## src/rtl/core/bba_pkg.sv

```systemverilog
`timescale 1ns / 1ps

package bba_pkg;

  localparam int MAX_BLOCKS = 1024;
  localparam int WORD_BITS  = 32;
  localparam int MAP_WORDS  = MAX_BLOCKS / WORD_BITS;
  localparam int WORD_IDX_W = $clog2(MAP_WORDS);
  localparam int BIT_IDX_W  = $clog2(WORD_BITS);
  localparam int BLK_IDX_W  = WORD_IDX_W + BIT_IDX_W;

  localparam int ADDR_W     = 32;
  localparam int SIZE_W     = 21;
  localparam int COUNT_W    = 11;
  localparam int WORDS_W    = COUNT_W - BIT_IDX_W;
  localparam int CFG_IDX_W  = 2;
  localparam int CFG_DATA_W = 32;
  localparam int DIV_CNT_W  = $clog2(ADDR_W);
  localparam int PROD_W     = BLK_IDX_W + SIZE_W;

  localparam logic [ADDR_W-1:0]  BASE_RESET  = '0;
  localparam logic [SIZE_W-1:0]  SIZE_RESET  = SIZE_W'(64);
  localparam logic [COUNT_W-1:0] COUNT_RESET = COUNT_W'(1024);

  localparam logic KIND_ALLOC = 1'b0;
  localparam logic KIND_FREE  = 1'b1;

  typedef enum logic [CFG_IDX_W-1:0] {
    REG_BASE  = 2'd0,
    REG_SIZE  = 2'd1,
    REG_COUNT = 2'd2
  } cfg_reg_t;

  typedef enum logic [1:0] {
    STAT_OK        = 2'd0,
    STAT_FULL      = 2'd1,
    STAT_RANGE     = 2'd2,
    STAT_NOT_ALLOC = 2'd3
  } status_t;

  typedef enum logic [3:0] {
    S_IDLE,
    S_A_PICK,
    S_A_READ,
    S_A_MUL,
    S_A_ADD,
    S_F_CHECK,
    S_F_DIV,
    S_F_RANGE,
    S_F_READ,
    S_F_DONE
  } state_t;

  typedef struct packed {
    logic              kind;
    logic [ADDR_W-1:0] address;
  } req_t;

  typedef struct packed {
    status_t            status;
    logic [ADDR_W-1:0]  block_address;
    logic [COUNT_W-1:0] used_count;
  } rsp_t;

  typedef struct packed {
    logic    load_req;
    logic    div_init;
    logic    div_step;
    logic    rd_alloc;
    logic    rd_free;
    logic    alloc_commit;
    logic    free_commit;
    logic    mul;
    logic    emit;
    logic    emit_addr;
    status_t emit_status;
  } dp_cmd_t;

  typedef struct packed {
    logic alloc_full;
    logic below_base;
    logic div_last;
    logic out_of_range;
    logic bit_set;
  } dp_stat_t;

endpackage

```

## src/rtl/core/bitmap_block_allocator.sv

```systemverilog
`timescale 1ns / 1ps

// Channel    Ports                             Transaction
// request    start, busy, request              accepted when start && !busy
// result     done, result                      one cycle, marked by done
// config     cfg_we, cfg_index, cfg_data       written when cfg_we is high
//
// Allocate: S_A_PICK, S_A_READ, S_A_MUL, S_A_ADD; only S_A_PICK when full.
// Free: S_F_CHECK, the 32-step serial divider, S_F_RANGE, S_F_READ and
// S_F_DONE, stopping at S_F_CHECK below base and S_F_RANGE past the blocks.
// Synchronous reset clears the map at once through per-word valid flags.
// Results cannot be stalled; write configuration only while idle.
module bitmap_block_allocator import bba_pkg::*; (
  input  logic                  clk,
  input  logic                  rst,
  input  logic                  start,
  output logic                  busy,
  input  req_t                  request,
  output logic                  done,
  output rsp_t                  result,
  input  logic                  cfg_we,
  input  logic [CFG_IDX_W-1:0]  cfg_index,
  input  logic [CFG_DATA_W-1:0] cfg_data
);

  dp_cmd_t  cmd;
  dp_stat_t stat;

  bba_ctrl u_ctrl (
    .clk   (clk),
    .rst   (rst),
    .start (start),
    .kind  (request.kind),
    .stat  (stat),
    .cmd   (cmd),
    .busy  (busy)
  );

  bba_datapath u_datapath (
    .clk       (clk),
    .rst       (rst),
    .request   (request),
    .cmd       (cmd),
    .stat      (stat),
    .done      (done),
    .result    (result),
    .cfg_we    (cfg_we),
    .cfg_index (cfg_index),
    .cfg_data  (cfg_data)
  );

  a_done_idle: assert property (@(posedge clk) disable iff (rst)
    done |-> !busy)
    else $error("result shown while a transaction is still in flight");

  a_accept_busy: assert property (@(posedge clk) disable iff (rst)
    (start && !busy) |=> busy)
    else $error("accepted transaction did not raise busy");

  a_fail_zero: assert property (@(posedge clk) disable iff (rst)
    (done && result.status != STAT_OK) |-> (result.block_address == '0))
    else $error("failed transaction carries an address");

  a_used_bound: assert property (@(posedge clk) disable iff (rst)
    done |-> (result.used_count <= COUNT_W'(MAX_BLOCKS)))
    else $error("used count exceeds capacity");

  a_one_action: assert property (@(posedge clk) disable iff (rst)
    $onehot0({cmd.alloc_commit, cmd.free_commit, cmd.emit}))
    else $error("map update and result emit overlap");

endmodule

```

## src/rtl/core/bba_ctrl.sv

```systemverilog
`timescale 1ns / 1ps

module bba_ctrl import bba_pkg::*; (
  input  logic     clk,
  input  logic     rst,
  input  logic     start,
  input  logic     kind,
  input  dp_stat_t stat,
  output dp_cmd_t  cmd,
  output logic     busy
);

  state_t state;
  state_t state_next;

  always_ff @(posedge clk) begin
    if (rst) begin
      state <= S_IDLE;
    end else begin
      state <= state_next;
    end
  end

  always_comb begin
    state_next = state;
    unique case (state)
      S_IDLE: begin
        if (start) begin
          state_next = (kind == KIND_FREE) ? S_F_CHECK : S_A_PICK;
        end
      end
      S_A_PICK:  state_next = stat.alloc_full ? S_IDLE : S_A_READ;
      S_A_READ:  state_next = S_A_MUL;
      S_A_MUL:   state_next = S_A_ADD;
      S_A_ADD:   state_next = S_IDLE;
      S_F_CHECK: state_next = stat.below_base ? S_IDLE : S_F_DIV;
      S_F_DIV: begin
        if (stat.div_last) begin
          state_next = S_F_RANGE;
        end
      end
      S_F_RANGE: state_next = stat.out_of_range ? S_IDLE : S_F_READ;
      S_F_READ:  state_next = stat.bit_set ? S_F_DONE : S_IDLE;
      S_F_DONE:  state_next = S_IDLE;
      default:   state_next = S_IDLE;
    endcase
  end

  always_comb begin
    cmd = '0;
    cmd.emit_status = STAT_OK;
    unique case (state)
      S_IDLE: begin
        cmd.load_req = start;
      end
      S_A_PICK: begin
        if (stat.alloc_full) begin
          cmd.emit        = 1'b1;
          cmd.emit_status = STAT_FULL;
        end else begin
          cmd.rd_alloc = 1'b1;
        end
      end
      S_A_READ: begin
        cmd.alloc_commit = 1'b1;
      end
      S_A_MUL: begin
        cmd.mul = 1'b1;
      end
      S_A_ADD: begin
        cmd.emit      = 1'b1;
        cmd.emit_addr = 1'b1;
      end
      S_F_CHECK: begin
        if (stat.below_base) begin
          cmd.emit        = 1'b1;
          cmd.emit_status = STAT_RANGE;
        end else begin
          cmd.div_init = 1'b1;
        end
      end
      S_F_DIV: begin
        cmd.div_step = 1'b1;
      end
      S_F_RANGE: begin
        if (stat.out_of_range) begin
          cmd.emit        = 1'b1;
          cmd.emit_status = STAT_RANGE;
        end else begin
          cmd.rd_free = 1'b1;
        end
      end
      S_F_READ: begin
        if (stat.bit_set) begin
          cmd.free_commit = 1'b1;
        end else begin
          cmd.emit        = 1'b1;
          cmd.emit_status = STAT_NOT_ALLOC;
        end
      end
      S_F_DONE: begin
        cmd.emit = 1'b1;
      end
      default: begin
        cmd = '0;
      end
    endcase
  end

  assign busy = (state != S_IDLE);

endmodule

```

## src/rtl/core/bba_datapath.sv

```systemverilog
`timescale 1ns / 1ps

module bba_datapath import bba_pkg::*; (
  input  logic                  clk,
  input  logic                  rst,
  input  req_t                  request,
  input  dp_cmd_t               cmd,
  output dp_stat_t              stat,
  output logic                  done,
  output rsp_t                  result,
  input  logic                  cfg_we,
  input  logic [CFG_IDX_W-1:0]  cfg_index,
  input  logic [CFG_DATA_W-1:0] cfg_data
);

  function automatic logic [BIT_IDX_W-1:0] lowest_bit(input logic [WORD_BITS-1:0] v);
    logic [BIT_IDX_W-1:0] idx;
    idx = '0;
    for (int i = WORD_BITS - 1; i >= 0; i--) begin
      if (v[i]) idx = BIT_IDX_W'(i);
    end
    return idx;
  endfunction

  function automatic logic [WORD_IDX_W-1:0] lowest_word(input logic [MAP_WORDS-1:0] v);
    logic [WORD_IDX_W-1:0] idx;
    idx = '0;
    for (int i = MAP_WORDS - 1; i >= 0; i--) begin
      if (v[i]) idx = WORD_IDX_W'(i);
    end
    return idx;
  endfunction

  // configuration registers
  logic [ADDR_W-1:0]  base_address;
  logic [SIZE_W-1:0]  block_size;
  logic [COUNT_W-1:0] block_count;

  always_ff @(posedge clk) begin
    if (rst) begin
      base_address <= BASE_RESET;
      block_size   <= SIZE_RESET;
      block_count  <= COUNT_RESET;
    end else if (cfg_we) begin
      unique case (cfg_index)
        REG_BASE:  base_address <= cfg_data[ADDR_W-1:0];
        REG_SIZE:  block_size   <= cfg_data[SIZE_W-1:0];
        REG_COUNT: block_count  <= cfg_data[COUNT_W-1:0];
        default:   ;
      endcase
    end
  end

  logic [SIZE_W-1:0]  stride;
  logic [COUNT_W-1:0] capped;
  logic [COUNT_W-1:0] blocks;
  logic [WORDS_W-1:0] words;

  assign stride = (block_size == '0) ? SIZE_W'(1) : block_size;
  assign capped = (block_count > COUNT_W'(MAX_BLOCKS)) ? COUNT_W'(MAX_BLOCKS) : block_count;
  assign words  = capped[COUNT_W-1:BIT_IDX_W];
  assign blocks = {words, {BIT_IDX_W{1'b0}}};

  // request and occupancy count
  logic [ADDR_W-1:0]  addr_q;
  logic [COUNT_W-1:0] used_blocks;

  always_ff @(posedge clk) begin
    if (cmd.load_req) begin
      addr_q <= request.address;
    end
  end

  // occupancy map: memory plus per-word valid and all-ones flags
  logic [WORD_BITS-1:0]  map_mem [MAP_WORDS];
  logic [MAP_WORDS-1:0]  word_valid;
  logic [MAP_WORDS-1:0]  word_full;
  logic [WORD_BITS-1:0]  rd_data;
  logic                  rd_valid;
  logic [WORD_IDX_W-1:0] word_sel;
  logic [WORD_IDX_W-1:0] rd_addr;
  logic                  rd_en;
  logic [WORD_BITS-1:0]  map_word;
  logic [WORD_BITS-1:0]  wr_data;
  logic                  wr_en;

  logic [MAP_WORDS-1:0]  word_mask;
  logic [MAP_WORDS-1:0]  open_words;
  logic [BIT_IDX_W-1:0]  free_bit;

  // divider
  logic [ADDR_W-1:0]    dvd;
  logic [SIZE_W-1:0]    rem;
  logic [DIV_CNT_W-1:0] div_cnt;
  logic [SIZE_W:0]      trial;

  always_comb begin
    for (int i = 0; i < MAP_WORDS; i++) begin
      word_mask[i] = (WORDS_W'(i) < words);
    end
  end

  assign open_words = ~word_full & word_mask;
  assign rd_en      = cmd.rd_alloc | cmd.rd_free;
  assign rd_addr    = cmd.rd_alloc ? lowest_word(open_words)
                                   : dvd[BLK_IDX_W-1:BIT_IDX_W];
  assign map_word   = rd_valid ? rd_data : '0;
  assign free_bit   = lowest_bit(~map_word);
  assign wr_en      = cmd.alloc_commit | cmd.free_commit;

  always_comb begin
    if (cmd.alloc_commit) begin
      wr_data = map_word | (WORD_BITS'(1) << free_bit);
    end else begin
      wr_data = map_word & ~(WORD_BITS'(1) << dvd[BIT_IDX_W-1:0]);
    end
  end

  always_ff @(posedge clk) begin
    if (rd_en) begin
      rd_data  <= map_mem[rd_addr];
      word_sel <= rd_addr;
    end
    if (wr_en) begin
      map_mem[word_sel] <= wr_data;
    end
  end

  always_ff @(posedge clk) begin
    if (rst) begin
      word_valid  <= '0;
      word_full   <= '0;
      rd_valid    <= 1'b0;
      used_blocks <= '0;
    end else begin
      if (rd_en) begin
        rd_valid <= word_valid[rd_addr];
      end
      if (cmd.alloc_commit) begin
        word_valid[word_sel] <= 1'b1;
        word_full[word_sel]  <= &wr_data;
        used_blocks          <= used_blocks + COUNT_W'(1);
      end else if (cmd.free_commit) begin
        word_valid[word_sel] <= 1'b1;
        word_full[word_sel]  <= 1'b0;
        if (used_blocks != '0) begin
          used_blocks <= used_blocks - COUNT_W'(1);
        end
      end
    end
  end

  // allocated address: register the index, then the product, then add base
  logic [BLK_IDX_W-1:0] blk_idx;
  logic [PROD_W-1:0]    prod;
  logic [ADDR_W-1:0]    alloc_addr;

  always_ff @(posedge clk) begin
    if (cmd.alloc_commit) begin
      blk_idx <= {word_sel, free_bit};
    end
    if (cmd.mul) begin
      prod <= PROD_W'(blk_idx) * PROD_W'(stride);
    end
  end

  assign alloc_addr = base_address + ADDR_W'(prod);

  // restoring divider, one quotient bit a cycle; dvd ends as the quotient
  assign trial = {rem, dvd[ADDR_W-1]} - {1'b0, stride};

  always_ff @(posedge clk) begin
    if (cmd.div_init) begin
      dvd     <= addr_q - base_address;
      rem     <= '0;
      div_cnt <= '0;
    end else if (cmd.div_step) begin
      if (!trial[SIZE_W]) begin
        rem <= trial[SIZE_W-1:0];
        dvd <= {dvd[ADDR_W-2:0], 1'b1};
      end else begin
        rem <= {rem[SIZE_W-2:0], dvd[ADDR_W-1]};
        dvd <= {dvd[ADDR_W-2:0], 1'b0};
      end
      div_cnt <= div_cnt + DIV_CNT_W'(1);
    end
  end

  assign stat.alloc_full   = (used_blocks >= blocks) || (open_words == '0);
  assign stat.below_base   = (addr_q < base_address);
  assign stat.div_last     = &div_cnt;
  assign stat.out_of_range = (dvd >= ADDR_W'(blocks));
  assign stat.bit_set      = map_word[dvd[BIT_IDX_W-1:0]];

  // result register, shown for one cycle
  always_ff @(posedge clk) begin
    if (rst) begin
      done <= 1'b0;
    end else begin
      done <= cmd.emit;
    end
  end

  always_ff @(posedge clk) begin
    if (cmd.emit) begin
      result.status        <= cmd.emit_status;
      result.block_address <= cmd.emit_addr ? alloc_addr : '0;
      result.used_count    <= used_blocks;
    end
  end

endmodule
```

## config.mk

```make
export PLATFORM = sky130hd
export DESIGN_NAME = bitmap_block_allocator
export DESIGN_NICKNAME = d
export VERILOG_FILES = /design/src/rtl/core/bba_pkg.sv /design/src/rtl/core/bitmap_block_allocator.sv /design/src/rtl/core/bba_ctrl.sv /design/src/rtl/core/bba_datapath.sv
export SDC_FILE = /design/constraint.sdc
export NUM_CORES = 2
export LEC_CHECK = 0
export ABC_AREA = 1
export BUFFER_PORTS_ARGS = -buffer_cell sky130_fd_sc_hd__buf_2
export CAP_MARGIN = 20
export CORE_ASPECT_RATIO = 0.75
export CORE_UTILIZATION = 25
export CTS_CLUSTER_DIAMETER = 30
export DETAILED_ROUTE_END_ITERATION = 8
export PLACE_DENSITY = 0.47
export SLEW_MARGIN = 20
export SYNTH_ARGS = -nofsm -noshare
export SYNTH_HDL_FRONTEND = slang
export SYNTH_HIERARCHICAL = 1
export SYNTH_SLANG_ARGS = --single-unit
```

## constraint.sdc

```tcl
create_clock -name clk -period 7.9 [get_ports clk]
set_clock_uncertainty 0.2 [all_clocks]
set_input_delay 0.395 -clock clk [delete_from_list [all_inputs] [get_ports clk]]
set_output_delay 0.395 -clock clk [all_outputs]
set_load 0.05 [all_outputs]
```

==> results.ini <==
[global_routing]
grt_max_degree=187
antenna_found_initial=6
grt_usage=0.159
grt_pass1_vias=46900
grt_overflow=0
grt_first_pass_wirelength_microns=320000

[placement]
port_buffers=117
place_congestion=0.915
dp.final_hpwl_microns=135000

[min_path]
hold_class=in -> reg
min_from=rst

[die]
num_rows=163
core_sq_mm=0.264
die_x_microns=598
ios=118
die_area_sq_mm=0.269
die_height_microns=449
start_util=0.252

[finish]
drive_gt1_frac=0.120
final_common_cell=edfxtp_1
syn_to_final_growth_pct=23.3
most-common-layout-cells=edfxtp_1 (1211), inv_1 (802), nand2_1 (768)
nets=7033

[clock_network]
cts_buffers=280
cts_tree=yes
numClockSinks=1382
clock_path_buffers=4
cts.clk_slew.worst_paths_ns=0.06
ctsRootBufferMaster=clkbuf_16
cts_htree_levels=5
cts_setup_buffers=0
clk_latency_ns=0.83

[routing]
route.detailed.drc=0
finalWirelength_microns=219000
antenna_left=0
num_vias=48800
post_drt_wl_per_cell_microns=21.0
drt_iter0_drc=4753
drtPass1Iterations=6
via_per_inst=4.69

[worst_setup_path]
worst_path_max_delay_cell=dfxtp_1
critPathKind=reg -> reg
r2r_start=u_datapath/block_size[12]
cp-startpoint=u_datapath/block_size[12]
critPathArrivalTime_ns=7.46
crit_path_max_incr_delay_ns=0.63
required_ns=8.24
crit_top_cell=nand2_1
worstPathMaxFanout=12
cp-end-kind=flip-flop
start_kind=flip-flop

[synth]
synthMuxAreaShare=0
synthArstFlopShare=0
yosys.area_share.adder=0.0787
syn-cell-area_sq_mm=0.0666
synth_area_per_cell_sq_um=10.5
yosys.area_share.xor_xnor=0.0104
synthCells=6340
ys_ff_latch=1382
yosys_warnings=6
synth_edf_count=1211
synth_nets=6738
netlist-cell-type-count=53
synth_top_family_by_area=compound AO/OA/AOI/OAI gates
synth_compound_area_frac=0.139
ys.flop_type=edfxtp_1
synthSimpleGateAreaFrac=0.107
ys_seq_area_frac=0.597

[pwr]
irDropWorstVdd_uv=215
p_per_area_mw_per_mm2=354
leakage_nw=31.2

[timing]
timing.setup.tns_ns=0
fin_crit_ns=7.13
worst_slew_margin_rel=0.238
fin_crit_sh=0.902
hold_violations=0
fmax_mhz=140
worst_pin_slew_ns=1.14
finalSetupViolCount=0
rsz0062_at_grt=false
fin_hold_ws_ns=0.0693
finalMaxSlewViolations=0

[flow_run]
drv_cap=0

[run_status]
status=finished clean

==> timing repair <==
| action | 4_1_cts | 5_1_grt |
|---|---|---|
| setup endpoints to repair | 0 | 1 |
| endpoints found under the hold margin | 105 | 0 |
| gates resized for setup | 0 | 1 |
| hold buffers | 72 | 0 |
==> final timing paths <==
| kind | to | slack [ns] | cells past startpoint |
|---|---|---|---|
| worst min-delay path | u_ctrl/state[2] | 0.07 | 3 |
| worst max register to register | u_datapath/prod[30] | 0.77 | 33 |
| worst min register to register | u_datapath/word_valid[17] | 0.25 | 2 |
| worst max-delay path | u_datapath/prod[30] | 0.77 | 33 |
==> sequential cells by signal (all words and copies together), names as in the netlist, 11 cells and up <==
name / cells
u_datapath/block_count: 11
u_datapath/dvd: 32
u_datapath/base_address: 32
u_datapath/prod: 31
u_datapath/block_size: 21
u_datapath/result: 45
u_datapath/word_valid: 32
u_datapath/word_full: 32
u_datapath/rd_data: 32
u_datapath/rem: 21
u_datapath/map_mem: 1024
u_datapath/addr_q: 32
u_datapath/used_blocks: 11
==> logic make-up (layout without fill, tap and decap cells) <==
| logic type | Yosys count | after routing |
|---|---|---|
| AND/OR/NAND/NOR | 1740 | 1740 |
| adder cells (fa/ha/maj) | 327 | 327 |
| other | 0 | 10 |
| AO/OA/AOI/OAI | 1657 | 1657 |
| flip-flops | 1382 | 1382 |
| buffers and inverters | 1155 | 1671 |
| XOR/XNOR | 79 | 79 |
==> Yosys cell counts (5+ instances only) <==
master	count	area, sq um
edfxtp_1	1211	36400
inv_1	804	3020
nand2_1	770	2890
o21ai_0	730	3650
nor2_1	602	2260
a21oi_1	526	2630
o211ai_1	286	2150
nand3_1	272	1360
clkbuf_1	235	882
ha_1	173	2160
dfxtp_1	171	3420
fa_1	154	3080
buf_2	70	350
xor2_1	51	447
nor3_1	33	165
xnor2_1	28	245
nand4_1	26	163
o21a_1	21	158
a31oi_1	18	113
nor4_1	16	100
buf_1	15	56.3
buf_6	11	124
o22ai_1	11	68.8
o21bai_1	10	75.1
o31ai_1	10	75.1
o21ai_1	8	40.0
buf_4	6	45.0
inv_2	6	22.5
nand3b_1	6	45.0
a211o_1	5	43.8
a21o_1	5	37.5
clkinv_1	5	18.8
o2111ai_1	5	43.8
or2_2	5	31.3
==> per-stage QoR <==
step / utilization / total power [mW] / cell area [sq um] / instances / worst slack, ns
2_1_floorplan: - / 14.7 / 66600 / 6340 / 1.68
3_3_place_gp: 0.273 / 17.6 / 72100 / 9825 / 0.682
3_5_place_dp: 0.273 / 17.6 / 72200 / 9827 / 0.690
4_1_cts: 0.311 / 29.3 / 82100 / 10400 / 0.662
5_1_grt: 0.311 / 30.6 / 82100 / 10400 / 0.135
6_report: 0.311 / 29.1 / 82200 / 10400 / 0.772
==> final cells by class <==
class | instances | area (sq um)
repair buffers | 353 | 2800
multi-input cells | 3803 | 22800
well taps | 3547 | 4440
clock inverters | 188 | 1930
inverters | 815 | 3080
flip-flops and latches | 1382 | 39800
clock buffers | 315 | 7300
diodes | 10 | 25.0
fillers | 27000 | 182000
==> critical path, delay by kind of cell (launching register included) <==
family	cells	cell delay, ns
xor gates and xnor gates	1	0.13
buffers and inverters	3	0.37
adders and majority gates	6	2.40
AOI/OAI and AO/OA	8	1.62
and+or+nand+nor	15	1.51
DFF	1	0.63
==> per-layer routing <==
metal | global-route usage | vias up | share of wire
li1 | - | 22700 | -
met1 | 0.244 | 24000 | 0.49
met2 | 0.221 | 1720 | 0.41
met3 | 0.0390 | 317 | 0.085
met4 | 0.0380 | 4 | 0.020
met5 | 0 | - | 0.00012
==> report_power, final <==
part / internal (mW) / switching [mW] / leakage [nW]
registers: 8.96 / 0.358 / 12.6
clock network: 7.51 / 4.04 / 4.44
logic: 2.35 / 5.89 / 14.2
total: 18.8 / 10.3 / 31.2
(Power assumes the default switching activity.)
